===== src/hdl/file_cache_block_status_table_top_macros.svh =====
// Assertion macros shared by the table modules.
`ifndef FILE_CACHE_BLOCK_STATUS_TABLE_TOP_MACROS_SVH
`define FILE_CACHE_BLOCK_STATUS_TABLE_TOP_MACROS_SVH

`ifndef ASSERT_OFF
`define FCBST_ASSERT(name, clk, rst_n, prop) \
  name: assert property (@(posedge clk) disable iff (!rst_n) prop) \
    else $error("assertion failed");
`define FCBST_ASSERT_NEVER(name, clk, rst_n, cond) \
  name: assert property (@(posedge clk) disable iff (!rst_n) !(cond)) \
    else $error("forbidden condition seen");
`else
`define FCBST_ASSERT(name, clk, rst_n, prop)
`define FCBST_ASSERT_NEVER(name, clk, rst_n, cond)
`endif

`endif


===== src/hdl/fcbst_pkg.sv =====
package fcbst_pkg;

  localparam int unsigned MAX_BLOCKS_DEF     = 1024;
  localparam int unsigned MAX_BLOCK_LOG2_DEF = 16;

  localparam int unsigned CFG_W    = 5;
  localparam int unsigned OFFSET_W = 32;
  localparam int unsigned LEN_W    = 17;
  localparam int unsigned KIND_W   = 2;
  localparam int unsigned STATUS_W = 2;
  localparam int unsigned MARK_W   = 2;

  localparam logic [CFG_W-1:0] BLOCK_SIZE_LOG2_RST = CFG_W'(9);

  typedef enum logic [KIND_W-1:0] {
    KIND_REQUEST = 2'd0,
    KIND_QUERY   = 2'd1,
    KIND_RELEASE = 2'd2,
    KIND_UNUSED  = 2'd3
  } kind_e;

  typedef enum logic [STATUS_W-1:0] {
    ST_OK     = 2'd0,
    ST_RANGE  = 2'd1,
    ST_LENGTH = 2'd2
  } status_e;

  typedef struct packed {
    logic  valid;
    kind_e kind;
    logic  in_range;
    logic  rel_valid;
    logic  rel_dirty;
  } item_ctrl_t;

endpackage


===== src/hdl/fcbst_ram.sv =====
module fcbst_ram #(
  parameter int unsigned Width = 2,
  parameter int unsigned Depth = 1024
) (
  input  logic                     clk_i,
  input  logic                     we_i,
  input  logic [$clog2(Depth)-1:0] waddr_i,
  input  logic [Width-1:0]         wdata_i,
  input  logic [$clog2(Depth)-1:0] raddr_i,
  output logic [Width-1:0]         rdata_o
);

  logic [Width-1:0] mem_q [Depth];

  always_ff @(posedge clk_i) begin
    if (we_i) begin
      mem_q[waddr_i] <= wdata_i;
    end
    rdata_o <= mem_q[raddr_i];
  end

endmodule


===== src/hdl/fcbst_update.sv =====
`include "file_cache_block_status_table_top_macros.svh"

module fcbst_update
  import fcbst_pkg::*;
#(
  parameter int unsigned MaxBlocks    = MAX_BLOCKS_DEF,
  parameter int unsigned MaxBlockLog2 = MAX_BLOCK_LOG2_DEF,
  localparam int unsigned AW = $clog2(MaxBlocks),
  localparam int unsigned EW = AW + 1,
  localparam int unsigned OW = MaxBlockLog2,
  localparam int unsigned LW = MaxBlockLog2 + 1
) (
  input  logic                clk_i,
  input  logic                rst_ni,
  input  item_ctrl_t          ctrl_i,
  input  logic [AW-1:0]       blk_i,
  input  logic [OW-1:0]       owb_i,
  input  logic [LW-1:0]       bsize_i,
  input  logic [LEN_W-1:0]    rlen_i,
  input  logic [MARK_W-1:0]   mark_i,
  output logic                we_o,
  output logic [AW-1:0]       waddr_o,
  output logic [MARK_W-1:0]   wdata_o,
  output logic                done_o,
  output logic [STATUS_W-1:0] status_o,
  output logic [LEN_W-1:0]    remaining_length_o,
  output logic                block_valid_o,
  output logic                block_dirty_o
);

  localparam int unsigned SW = ((LW > LEN_W) ? LW : LEN_W) + 1;

  logic [EW-1:0]       extent_q, extent_d;
  logic [LW-1:0]       last_q, last_d;
  logic                done_q;
  logic [STATUS_W-1:0] status_q;
  logic [LEN_W-1:0]    remain_q;
  logic                qv_q, qd_q;

  logic [EW-1:0] blk_x, blk_p1, ext_n;
  logic [LW-1:0] last_n, owb_x, remain;
  logic [SW-1:0] end_sum;
  logic          is_last;
  status_e       status;
  logic          qv, qd;

  always_comb begin
    blk_x    = EW'(blk_i);
    blk_p1   = blk_x + EW'(1);
    owb_x    = LW'(owb_i);
    end_sum  = SW'(owb_i) + SW'(rlen_i);
    ext_n    = extent_q;
    last_n   = last_q;
    is_last  = 1'b0;
    remain   = '0;
    status   = ST_OK;
    qv       = 1'b0;
    qd       = 1'b0;
    extent_d = extent_q;
    last_d   = last_q;
    we_o     = 1'b0;
    waddr_o  = blk_i;
    wdata_o  = {ctrl_i.rel_valid & ctrl_i.rel_dirty, ctrl_i.rel_valid};
    if (ctrl_i.valid && ctrl_i.kind != KIND_UNUSED) begin
      if (!ctrl_i.in_range) begin
        status = ST_RANGE;
      end else begin
        case (ctrl_i.kind)
          KIND_REQUEST: begin
            if (blk_x >= extent_q) begin
              ext_n  = blk_p1;
              last_n = '0;
            end
            is_last = (blk_p1 == ext_n);
            if (is_last) begin
              if (owb_x > last_n) begin
                status = ST_LENGTH;
              end else begin
                remain = last_n - owb_x;
              end
            end else begin
              remain = bsize_i - owb_x;
            end
            if (status == ST_OK) begin
              extent_d = ext_n;
              last_d   = last_n;
            end
          end
          KIND_QUERY: begin
            if (blk_x < extent_q) begin
              qv = mark_i[0];
              qd = mark_i[0] & mark_i[1];
            end
          end
          KIND_RELEASE: begin
            if (blk_x >= extent_q) begin
              status = ST_RANGE;
            end else begin
              is_last = (blk_p1 == extent_q);
              if (is_last) begin
                if (end_sum > SW'(bsize_i)) begin
                  status = ST_LENGTH;
                end else begin
                  last_d = LW'(end_sum);
                end
              end
              we_o = (status == ST_OK);
            end
          end
          default: begin
            status = ST_OK;
          end
        endcase
      end
    end
  end

  always_ff @(posedge clk_i or negedge rst_ni) begin
    if (!rst_ni) begin
      extent_q <= '0;
      last_q   <= '0;
      done_q   <= 1'b0;
    end else begin
      extent_q <= extent_d;
      last_q   <= last_d;
      done_q   <= ctrl_i.valid;
    end
  end

  always_ff @(posedge clk_i) begin
    status_q <= status;
    remain_q <= LEN_W'(remain);
    qv_q     <= qv;
    qd_q     <= qd;
  end

  assign done_o             = done_q;
  assign status_o           = status_q;
  assign remaining_length_o = remain_q;
  assign block_valid_o      = qv_q;
  assign block_dirty_o      = qd_q;

  `FCBST_ASSERT(a_extent_bounded, clk_i, rst_ni, extent_q <= EW'(MaxBlocks))
  `FCBST_ASSERT(a_extent_grows_only, clk_i, rst_ni, 1'b1 |=> extent_q >= $past(extent_q))
  `FCBST_ASSERT_NEVER(a_dirty_without_valid, clk_i, rst_ni, we_o && wdata_o[1] && !wdata_o[0])

endmodule


===== src/hdl/file_cache_block_status_table_top.sv =====
// Block status table for a cached file. One item is accepted per clock while busy is low.
// The item is registered at the accepting edge, and its result is registered at the next
// edge; it then sits on the result ports for that one cycle, marked by done_o. The receiver
// cannot hold it off and must capture it then. The throughput of one item per clock comes
// from the single read-modify-write of the mark memory, with the previous item's mark write
// forwarded to a read of the same block. After reset, busy stays high while all MaxBlocks
// entries (1024 by default) of the mark memory are swept clear; configuration writes
// are taken during that sweep.
`include "file_cache_block_status_table_top_macros.svh"

module file_cache_block_status_table_top
  import fcbst_pkg::*;
#(
  parameter int unsigned MaxBlocks    = MAX_BLOCKS_DEF,
  parameter int unsigned MaxBlockLog2 = MAX_BLOCK_LOG2_DEF
) (
  input  logic                clk_i,
  input  logic                rst_ni,
  input  logic                cfg_we_i,
  input  logic [CFG_W-1:0]    cfg_wdata_i,
  input  logic                start,
  output logic                busy,
  input  logic [KIND_W-1:0]   kind_i,
  input  logic [OFFSET_W-1:0] byte_offset_i,
  input  logic [LEN_W-1:0]    release_length_i,
  input  logic                release_valid_i,
  input  logic                release_dirty_i,
  output logic                done_o,
  output logic [STATUS_W-1:0] status_o,
  output logic [LEN_W-1:0]    remaining_length_o,
  output logic                block_valid_o,
  output logic                block_dirty_o
);

  localparam int unsigned AW = $clog2(MaxBlocks);
  localparam int unsigned OW = MaxBlockLog2;
  localparam int unsigned LW = MaxBlockLog2 + 1;

  logic [CFG_W-1:0]    cfg_q;
  logic                clearing_q;
  logic [AW-1:0]       clr_addr_q;

  logic                accept;
  logic [CFG_W-1:0]    shift_eff;
  logic [LW-1:0]       bsize_d;
  logic [OW-1:0]       owb_d;
  logic [OFFSET_W-1:0] blk_full;
  logic                in_range_d;
  logic                fwd_d;

  item_ctrl_t          ctrl_q;
  logic [AW-1:0]       blk_q;
  logic [OW-1:0]       owb_q;
  logic [LW-1:0]       bsize_q;
  logic [LEN_W-1:0]    rlen_q;
  logic                fwd_q;
  logic [MARK_W-1:0]   fwd_mark_q;

  logic                upd_we;
  logic [AW-1:0]       upd_waddr;
  logic [MARK_W-1:0]   upd_wdata;
  logic                ram_we;
  logic [AW-1:0]       ram_waddr;
  logic [MARK_W-1:0]   ram_wdata;
  logic [MARK_W-1:0]   ram_rdata;
  logic [MARK_W-1:0]   mark;

  assign busy   = clearing_q;
  assign accept = start & ~clearing_q;

  always_comb begin
    shift_eff  = (cfg_q > CFG_W'(MaxBlockLog2)) ? CFG_W'(MaxBlockLog2) : cfg_q;
    bsize_d    = LW'(1) << shift_eff;
    owb_d      = byte_offset_i[OW-1:0] & OW'(bsize_d - LW'(1));
    blk_full   = byte_offset_i >> shift_eff;
    in_range_d = (blk_full < OFFSET_W'(MaxBlocks));
    fwd_d      = upd_we & (upd_waddr == blk_full[AW-1:0]);
  end

  always_ff @(posedge clk_i or negedge rst_ni) begin
    if (!rst_ni) begin
      cfg_q      <= BLOCK_SIZE_LOG2_RST;
      clearing_q <= 1'b1;
      clr_addr_q <= '0;
      ctrl_q     <= '0;
    end else begin
      if (cfg_we_i) begin
        cfg_q <= cfg_wdata_i;
      end
      if (clearing_q) begin
        clr_addr_q <= clr_addr_q + AW'(1);
        if (clr_addr_q == AW'(MaxBlocks - 1)) begin
          clearing_q <= 1'b0;
        end
      end
      ctrl_q.valid <= accept;
      if (accept) begin
        ctrl_q.kind      <= kind_e'(kind_i);
        ctrl_q.in_range  <= in_range_d;
        ctrl_q.rel_valid <= release_valid_i;
        ctrl_q.rel_dirty <= release_dirty_i;
      end
    end
  end

  always_ff @(posedge clk_i) begin
    if (accept) begin
      blk_q      <= blk_full[AW-1:0];
      owb_q      <= owb_d;
      bsize_q    <= bsize_d;
      rlen_q     <= release_length_i;
      fwd_q      <= fwd_d;
      fwd_mark_q <= upd_wdata;
    end
  end

  assign ram_we    = clearing_q | upd_we;
  assign ram_waddr = clearing_q ? clr_addr_q : upd_waddr;
  assign ram_wdata = clearing_q ? '0 : upd_wdata;
  assign mark      = fwd_q ? fwd_mark_q : ram_rdata;

  fcbst_ram #(
    .Width (MARK_W),
    .Depth (MaxBlocks)
  ) u_ram (
    .clk_i   (clk_i),
    .we_i    (ram_we),
    .waddr_i (ram_waddr),
    .wdata_i (ram_wdata),
    .raddr_i (blk_full[AW-1:0]),
    .rdata_o (ram_rdata)
  );

  fcbst_update #(
    .MaxBlocks    (MaxBlocks),
    .MaxBlockLog2 (MaxBlockLog2)
  ) u_update (
    .clk_i              (clk_i),
    .rst_ni             (rst_ni),
    .ctrl_i             (ctrl_q),
    .blk_i              (blk_q),
    .owb_i              (owb_q),
    .bsize_i            (bsize_q),
    .rlen_i             (rlen_q),
    .mark_i             (mark),
    .we_o               (upd_we),
    .waddr_o            (upd_waddr),
    .wdata_o            (upd_wdata),
    .done_o             (done_o),
    .status_o           (status_o),
    .remaining_length_o (remaining_length_o),
    .block_valid_o      (block_valid_o),
    .block_dirty_o      (block_dirty_o)
  );

  `FCBST_ASSERT(a_done_follows_accept, clk_i, rst_ni, 1'b1 |=> (done_o == $past(accept, 2)))
  `FCBST_ASSERT(a_clear_writes, clk_i, rst_ni, busy |-> ram_we && ram_wdata == '0)
  `FCBST_ASSERT(a_error_quiet, clk_i, rst_ni,
                done_o && status_o != ST_OK |->
                remaining_length_o == '0 && !block_valid_o && !block_dirty_o)

endmodule

===== config.mk =====
export PLATFORM = sky130hd
export DESIGN_NAME = file_cache_block_status_table_top
export DESIGN_NICKNAME = d
export VERILOG_FILES = /design/src/hdl/fcbst_pkg.sv /design/src/hdl/fcbst_ram.sv /design/src/hdl/fcbst_update.sv /design/src/hdl/file_cache_block_status_table_top.sv
export VERILOG_INCLUDE_DIRS = /design/src /design/src/hdl
export SDC_FILE = /design/constraint.sdc
export NUM_CORES = 2
export LEC_CHECK = 0
export BUFFER_PORTS_ARGS = -buffer_cell sky130_fd_sc_hd__buf_2
export CORE_ASPECT_RATIO = 0.9
export CORE_MARGIN = 3
export CORE_UTILIZATION = 35
export CTS_BUF_LIST = sky130_fd_sc_hd__clkbuf_8
export CTS_CLUSTER_DIAMETER = 80
export DETAILED_ROUTE_END_ITERATION = 12
export PLACE_DENSITY = 0.58
export SYNTH_ARGS = -nofsm -noshare
export SYNTH_HDL_FRONTEND = slang
export SYNTH_SLANG_ARGS = --single-unit

===== constraint.sdc =====
create_clock -name clk_i -period 63.6 [get_ports clk_i]
set_input_delay 0 -clock clk_i [delete_from_list [all_inputs] [get_ports clk_i]]
set_output_delay 0 -clock clk_i [all_outputs]
set_load 0.005 [all_outputs]

-- Word-level counts from Yosys, hierarchy flattened
Memories as Yosys holds them, arrays and structs flattened. A register that Yosys moved wholly into a read port is not among the register bits.
Cells that the tools add are included.
- div/mod/pow operators: 0
- bitwise gates (word level): 7
- reduce and logical (&&, ||, !) cells: 10
- shift-type cells: 2
- order comparisons: 6
- add/sub/neg operators: 6
- muxes and demuxes: 41
- equal/unequal tests: 11
- $mul: 0
- operators with widths (cell ; count):
    $mux 17 ; 10
    $mux 11 ; 4
    $pmux 17 s2 ; 1
    $sub 17x16->17 ; 2
    $lt 32x11->1 const B ; 1
    $shr 32x5->32 ; 1
    $mux 2 ; 14
    $eq 11x11->1 ; 2
    $add 16x17->18 ; 1
    $gt 18x17->1 ; 1
    $gt 16x17->1 ; 1
    $shl 1x5->17 const A ; 1
    $and 16x16->16 ; 1
    $sub 16x1->16 const B ; 1
    $add 10x1->11 const B ; 1
    $ge 10x11->1 ; 1
    $lt 10x11->1 ; 1
    $add 10x1->10 const B ; 1
    $eq 10x10->1 ; 1
    $eq 10x10->1 const B ; 1
    $mux 10 ; 1
    $mux 1 ; 9
    $reduce_and 4->1 ; 2
    $reduce_and 7->1 ; 1
    other kinds (15) ; 23
- ROM bits: 0
- register bits: 135
- latch bits: 0
- RAM bits: 2048
- output and inout bits: 23
- bits of input ports: 62
- memories kept: 1
- memories (memory ; words ; width ; read ports ; clocked after memory_dff ; wr ports ; RTL line ; source):
    u_ram.mem_q ; 1024 ; 2 ; 1 ; 1 ; 1 ; fcbst_ram.sv:13 ; logic [Width-1:0] mem_q [Depth];

-- Depth between registers and ports, before layout
- depth after elaboration: 16
- depth in mapped cells: 28
- depth with buffers taken out: 26

-- By module
From an unflattened synthesis, not the netlist that was laid out.
- cells, all modules: 6041
- area total of the unflattened synthesis: 95089.9 µm²
- by module, submodules not included (module ; area each (µm²) ; times used ; sequential area each (µm²) ; cells each):
    fcbst_ram ; 83757.8 ; 1 ; 61539.0 ; 4793
    fcbst_update ; 5696.7 ; 1 ; 1146.1 ; 702
    file_cache_block_status_table_top ; 5635.4 ; 1 ; 2446.1 ; 546

-- Least setup slack after synthesis
Ideal clock, no wire load.
- kind: register to register
- from: register clearing_q (netlist: busy)
- to: memory u_ram.mem_q[0][1] (data pin)
- data required time: 60726 ps
- cell stages (with the launch flop): 6
- path slack: 20808 ps
- arrival: 39918 ps
- buffers on the path: 3
- clock period less this slack: 42792 ps
- cells stage by stage: dfstp_2 clkbuf_1 clkbuf_1 buf_1 nor2b_1 and2_1
- cells in the longest elaborated chain, start to end: 1
- ends and longest elaborated chain (element ; RTL line ; source):
    from (decl) ; file_cache_block_status_table_top.sv:40 ; logic clearing_q;
    from (signal assigned) ; file_cache_block_status_table_top.sv:83 ; clearing_q <= 1'b1;
    from (signal assigned) ; file_cache_block_status_table_top.sv:93 ; clearing_q <= 1'b0;
    $mux 2 ; file_cache_block_status_table_top.sv:119 ; assign ram_wdata = clearing_q ? '0 : upd_wdata;
    via ram_wdata[1] ; file_cache_block_status_table_top.sv:64 ; logic [MARK_W-1:0] ram_wdata;
    to (decl) ; fcbst_ram.sv:13 ;
The timed path passes the listed nets, and every way through them passes these cells.

-- Worst setup path in the final report
- from: register owb_q[0]
- to: memory u_ram.mem_q[39][0], enable pin
- cells in the longest elaborated chain, start to end: 16
- ends and longest elaborated chain (element ; RTL line ; source):
    from (decl) ; file_cache_block_status_table_top.sv:53 ; logic [OW-1:0] owb_q;
    from (signal assigned) ; file_cache_block_status_table_top.sv:109 ; owb_q <= owb_d;
    $add 16x17->18 ; fcbst_update.sv:51 ; end_sum = SW'(owb_i) + SW'(rlen_i);
    $gt 18x17->1 ; fcbst_update.sv:101 ; if (end_sum > SW'(bsize_i)) begin
    $mux 2 ; fcbst_update.sv:101 ;
    $mux 2 ; fcbst_update.sv:100 ; if (is_last) begin
    $mux 2 ; fcbst_update.sv:96 ; if (blk_x >= extent_q) begin
    $mux 2 ; fcbst_update.sv:68 ; case (ctrl_i.kind)
    $mux 2 ; fcbst_update.sv:65 ; if (!ctrl_i.in_range) begin
    $mux 2 ; fcbst_update.sv:64 ; if (ctrl_i.valid && ctrl_i.kind != KIND_UNUSED) begin
    $logic_not 2->1 ; fcbst_update.sv:107 ; we_o = (status == ST_OK);
    $mux 1 ; fcbst_update.sv:96 ;
    $mux 1 ; fcbst_update.sv:68 ;
    $mux 1 ; fcbst_update.sv:65 ;
    $mux 1 ; fcbst_update.sv:64 ;
    $or 1x1->1 ; file_cache_block_status_table_top.sv:117 ; assign ram_we = clearing_q | upd_we;
    $mux 1 ; fcbst_ram.sv:16 ; if (we_i) begin
    $mux 1 (not written as such) ; fcbst_ram.sv:17 ; mem_q[waddr_i] <= wdata_i;
Every way passes these cells. The select of a mux whose other input is x is not followed.

==> impl_metrics.tcl <==
set metrics [dict create \
    status "finished with violations" \
    violations "capacitance limit, slew limit" \
    r2r_end "u_ram.mem_q[39][0]" \
    dp.cells 11537 \
    grt_pass1_vias 71986 \
    cts.sinks 2185 \
    clk_latency_ns 1.01 \
    cp_top_family "buffers and inverters" \
    min_to "owb_q[10]" \
    grt_max_degree 235 \
    r2r_cells 25 \
    synth_nets 8487 \
    htree_levels 5 \
    antenna_found_initial 20 \
    cts_tree "done" \
    path_depth 25 \
    drv_slew 2 \
    holdBufCountCts 95 \
    ant_nets 0 \
    num_vias 75090 \
    hold_path_startpoint "byte_offset_i[10]" \
    critPathSlowestCell "buf_4" \
    critPathCaptureType "flip-flop" \
    cp-startpoint "owb_q[0]" \
    numCtsBuffers 352 \
    cts_buffer_depth 4 \
    worstMarginPinSlew_ns 1.50 \
    fin_crit_sh_pct 14.1 \
    core_mm2 0.280 \
    start_kind "flip-flop" \
    synth_edf_count 2111 \
    gp_congestion 0.898 \
    nets 8409 \
    die_w_um 567 \
    grt_overflow 0 \
    drt_iter0_drc 11912 \
    p_leak_nw 36.1 \
    hold_depth 3 \
    worstReg2RegStart "owb_q[0]" \
    postCtsSetupBuffers 0 \
    path_clk_slew_ns 0.07 \
    final_common_cell "edfxtp_1" \
    worst-path-buf-inv 5 \
    setup_viol 0 \
    track_usage_pct 23.6 \
    hold_viol 0 \
    dr.pass1.iters 8 \
    drv_cap 1 \
    fin_setup_tns_ns 0 \
    die_h_um 511 \
    rsz0062_at_grt "no" \
    cp.arrival_ns 9.66 \
    power_density_mw_per_mm2 32.1 \
    synth_seq_cells 2185 \
    slew_headroom_pct -1.52 \
    placementRows 184 \
    ir_drop_mv 0.0205 \
    avgSynthCellArea_um2 11.9 \
    synth_flop_cell "edfxtp_1" \
    synth_cells 8344 \
    cts_resized 0 \
    layout.cells.most_common_list "2111 x edfxtp_1, 1654 x nand2_1, 642 x nor4_1" \
    design.die.area_mm2 0.289 \
    io_pins 85 \
    critPathKind "reg2reg" \
    grt_pass1_wl_mm 513 \
    dp_hpwl_mm 198 \
    r2r_slack_ns 54.63 \
    syn_area_mm2 0.0991 \
    hold_class "in2reg" \
    drc 0 \
    cpPeakStageDelay_ns 0.91 \
    synth_cell_types 96 \
    synth_seq_area_share_pct 65.7 \
    fin_worst_skew_ns 0.108 \
    via_per_inst 6.13 \
    io_buffers 84 \
    fmax_ghz 0.111 \
    async_flop_share_pct 2.33 \
    start_util_pct 35.3 \
    cts_root_buf "clkbuf_8" \
    cp_max_fo 89 \
    wire_per_inst_um 29.2 \
    yosysWarnings 0 \
    final.min_clock_period_ns 8.97 \
    syn_to_final_growth_pct 11.0 \
    required_ns 64.30 \
    finalNonFillerCells 12253 \
    drt-total-wl_mm 357 \
    drive_above_1_share_pct 10.3 \
]
## registers in the layout, summed over array words and instances, names as in the netlist, 5 cells and up
| signal | count |
|---|---|
| bsize_q | 17 |
| u_update.remaining_length_o | 17 |
| cfg_q | 5 |
| blk_q | 10 |
| u_update.last_q | 17 |
| owb_q | 16 |
| u_ram.mem_q | 2048 |
| ctrl_q | 6 |
| u_update.extent_q | 11 |
| rlen_q | 17 |
| clr_addr_q | 10 |
## worst reg2reg max path, stage by stage (launching register included)
cell and delay [ns]:
edfxtp_1 0.44, ha_1 0.26, fa_1 0.41, a21o_1 0.20, a21oi_1 0.22, o21bai_1 0.10
a21oi_1 0.26, o21bai_1 0.11, a21oi_1 0.28, o21ai_0 0.17, a2111oi_0 0.54, o41ai_1 0.17
a21oi_1 0.21, xor2_1 0.24, inv_1 0.09, ha_1 0.33, nand2_1 0.06, o21a_1 0.18
a31oi_1 0.20, o21ai_0 0.25, a21oi_4 0.20, buf_4 0.73, buf_4 0.89, buf_4 0.86
buf_4 0.94, nor4_1 0.34
## where the power goes
part | internal, mW | total, mW | switching [mW]
clock network | 0.558 | 1.14 | 0.580
registers | 1.61 | 1.62 | 0.0106
logic | 0.186 | 0.773 | 0.586
## per-layer routing
metal	GRT usage, %	up-vias	wire length [um]
met4	8.81	8	14100
met5	0	-	51
met2	35.2	5113	156000
met1	33.5	37669	143000
met3	5.30	777	44000
li1	-	31523	-
## cell type report
cell class                 instances  area [um2]
antenna                           14        35.0
clock buffer                     367        5050
clock inverter                   240        1210
fill                           26821      170000
inverter                         114         463
multi-input combinational       5222       30300
sequential                      2185       65100
tap                             3720        4650
timing repair buffer             391        3150
## cell usage after synthesis (86+ instances only)
master / number / share of area [%]
buf_2: 250 / 1.3
mux2i_1: 285 / 2.9
a311oi_1: 86 / 0.76
nand2_1: 1660 / 6.3
inv_1: 106 / 0.40
o21ai_0: 89 / 0.45
clkbuf_1: 480 / 1.8
a31oi_1: 103 / 0.65
edfxtp_1: 2111 / 64
nor2_1: 159 / 0.60
nor3_1: 488 / 2.5
nor4_1: 644 / 4.1
a21oi_1: 244 / 1.2
nand3_1: 519 / 2.6
## logic make-up (layout without fill, tap and decap cells)
group / Yosys count / in the layout / synth area share [%]
compound gates: 945 / 945 / 6.57
simple gates: 3768 / 3768 / 18.1
fa+ha+maj: 81 / 81 / 1.05
xor+xnor: 71 / 71 / 0.628
other cells: 0 / 14 / 0
buf+inv: 937 / 1112 / 4.02
mux: 357 / 357 / 3.91
flops: 2185 / 2185 / 65.7
## stage by stage
step	power [mW]	hold WS [ns]	setup WS, ns	area (um2)	utilization [%]
3_5_place_dp	2.39	0.180	54.86	103000	36.6
4_1_cts	3.51	0.00690	54.83	110000	39.2
3_3_place_gp	2.39	0.180	54.55	103000	36.6
2_1_floorplan	2.12	-0.296	20.81	99100	-
5_1_grt	3.63	0.0712	54.06	110000	39.2
6_report	3.53	0.0941	54.63	110000	39.2
## worst max path at each step
| stage | endpoint |
|---|---|
| finish | u_ram.mem_q[39][0] |
| global placement | u_ram.mem_q[92][0] |
| CTS | u_ram.mem_q[11][1] |
| detailed placement | u_ram.mem_q[39][0] |
| floorplan | u_ram.mem_q[0][1] |
| global route | u_ram.mem_q[6][0] |
Power figures use the tool's default switching activity.
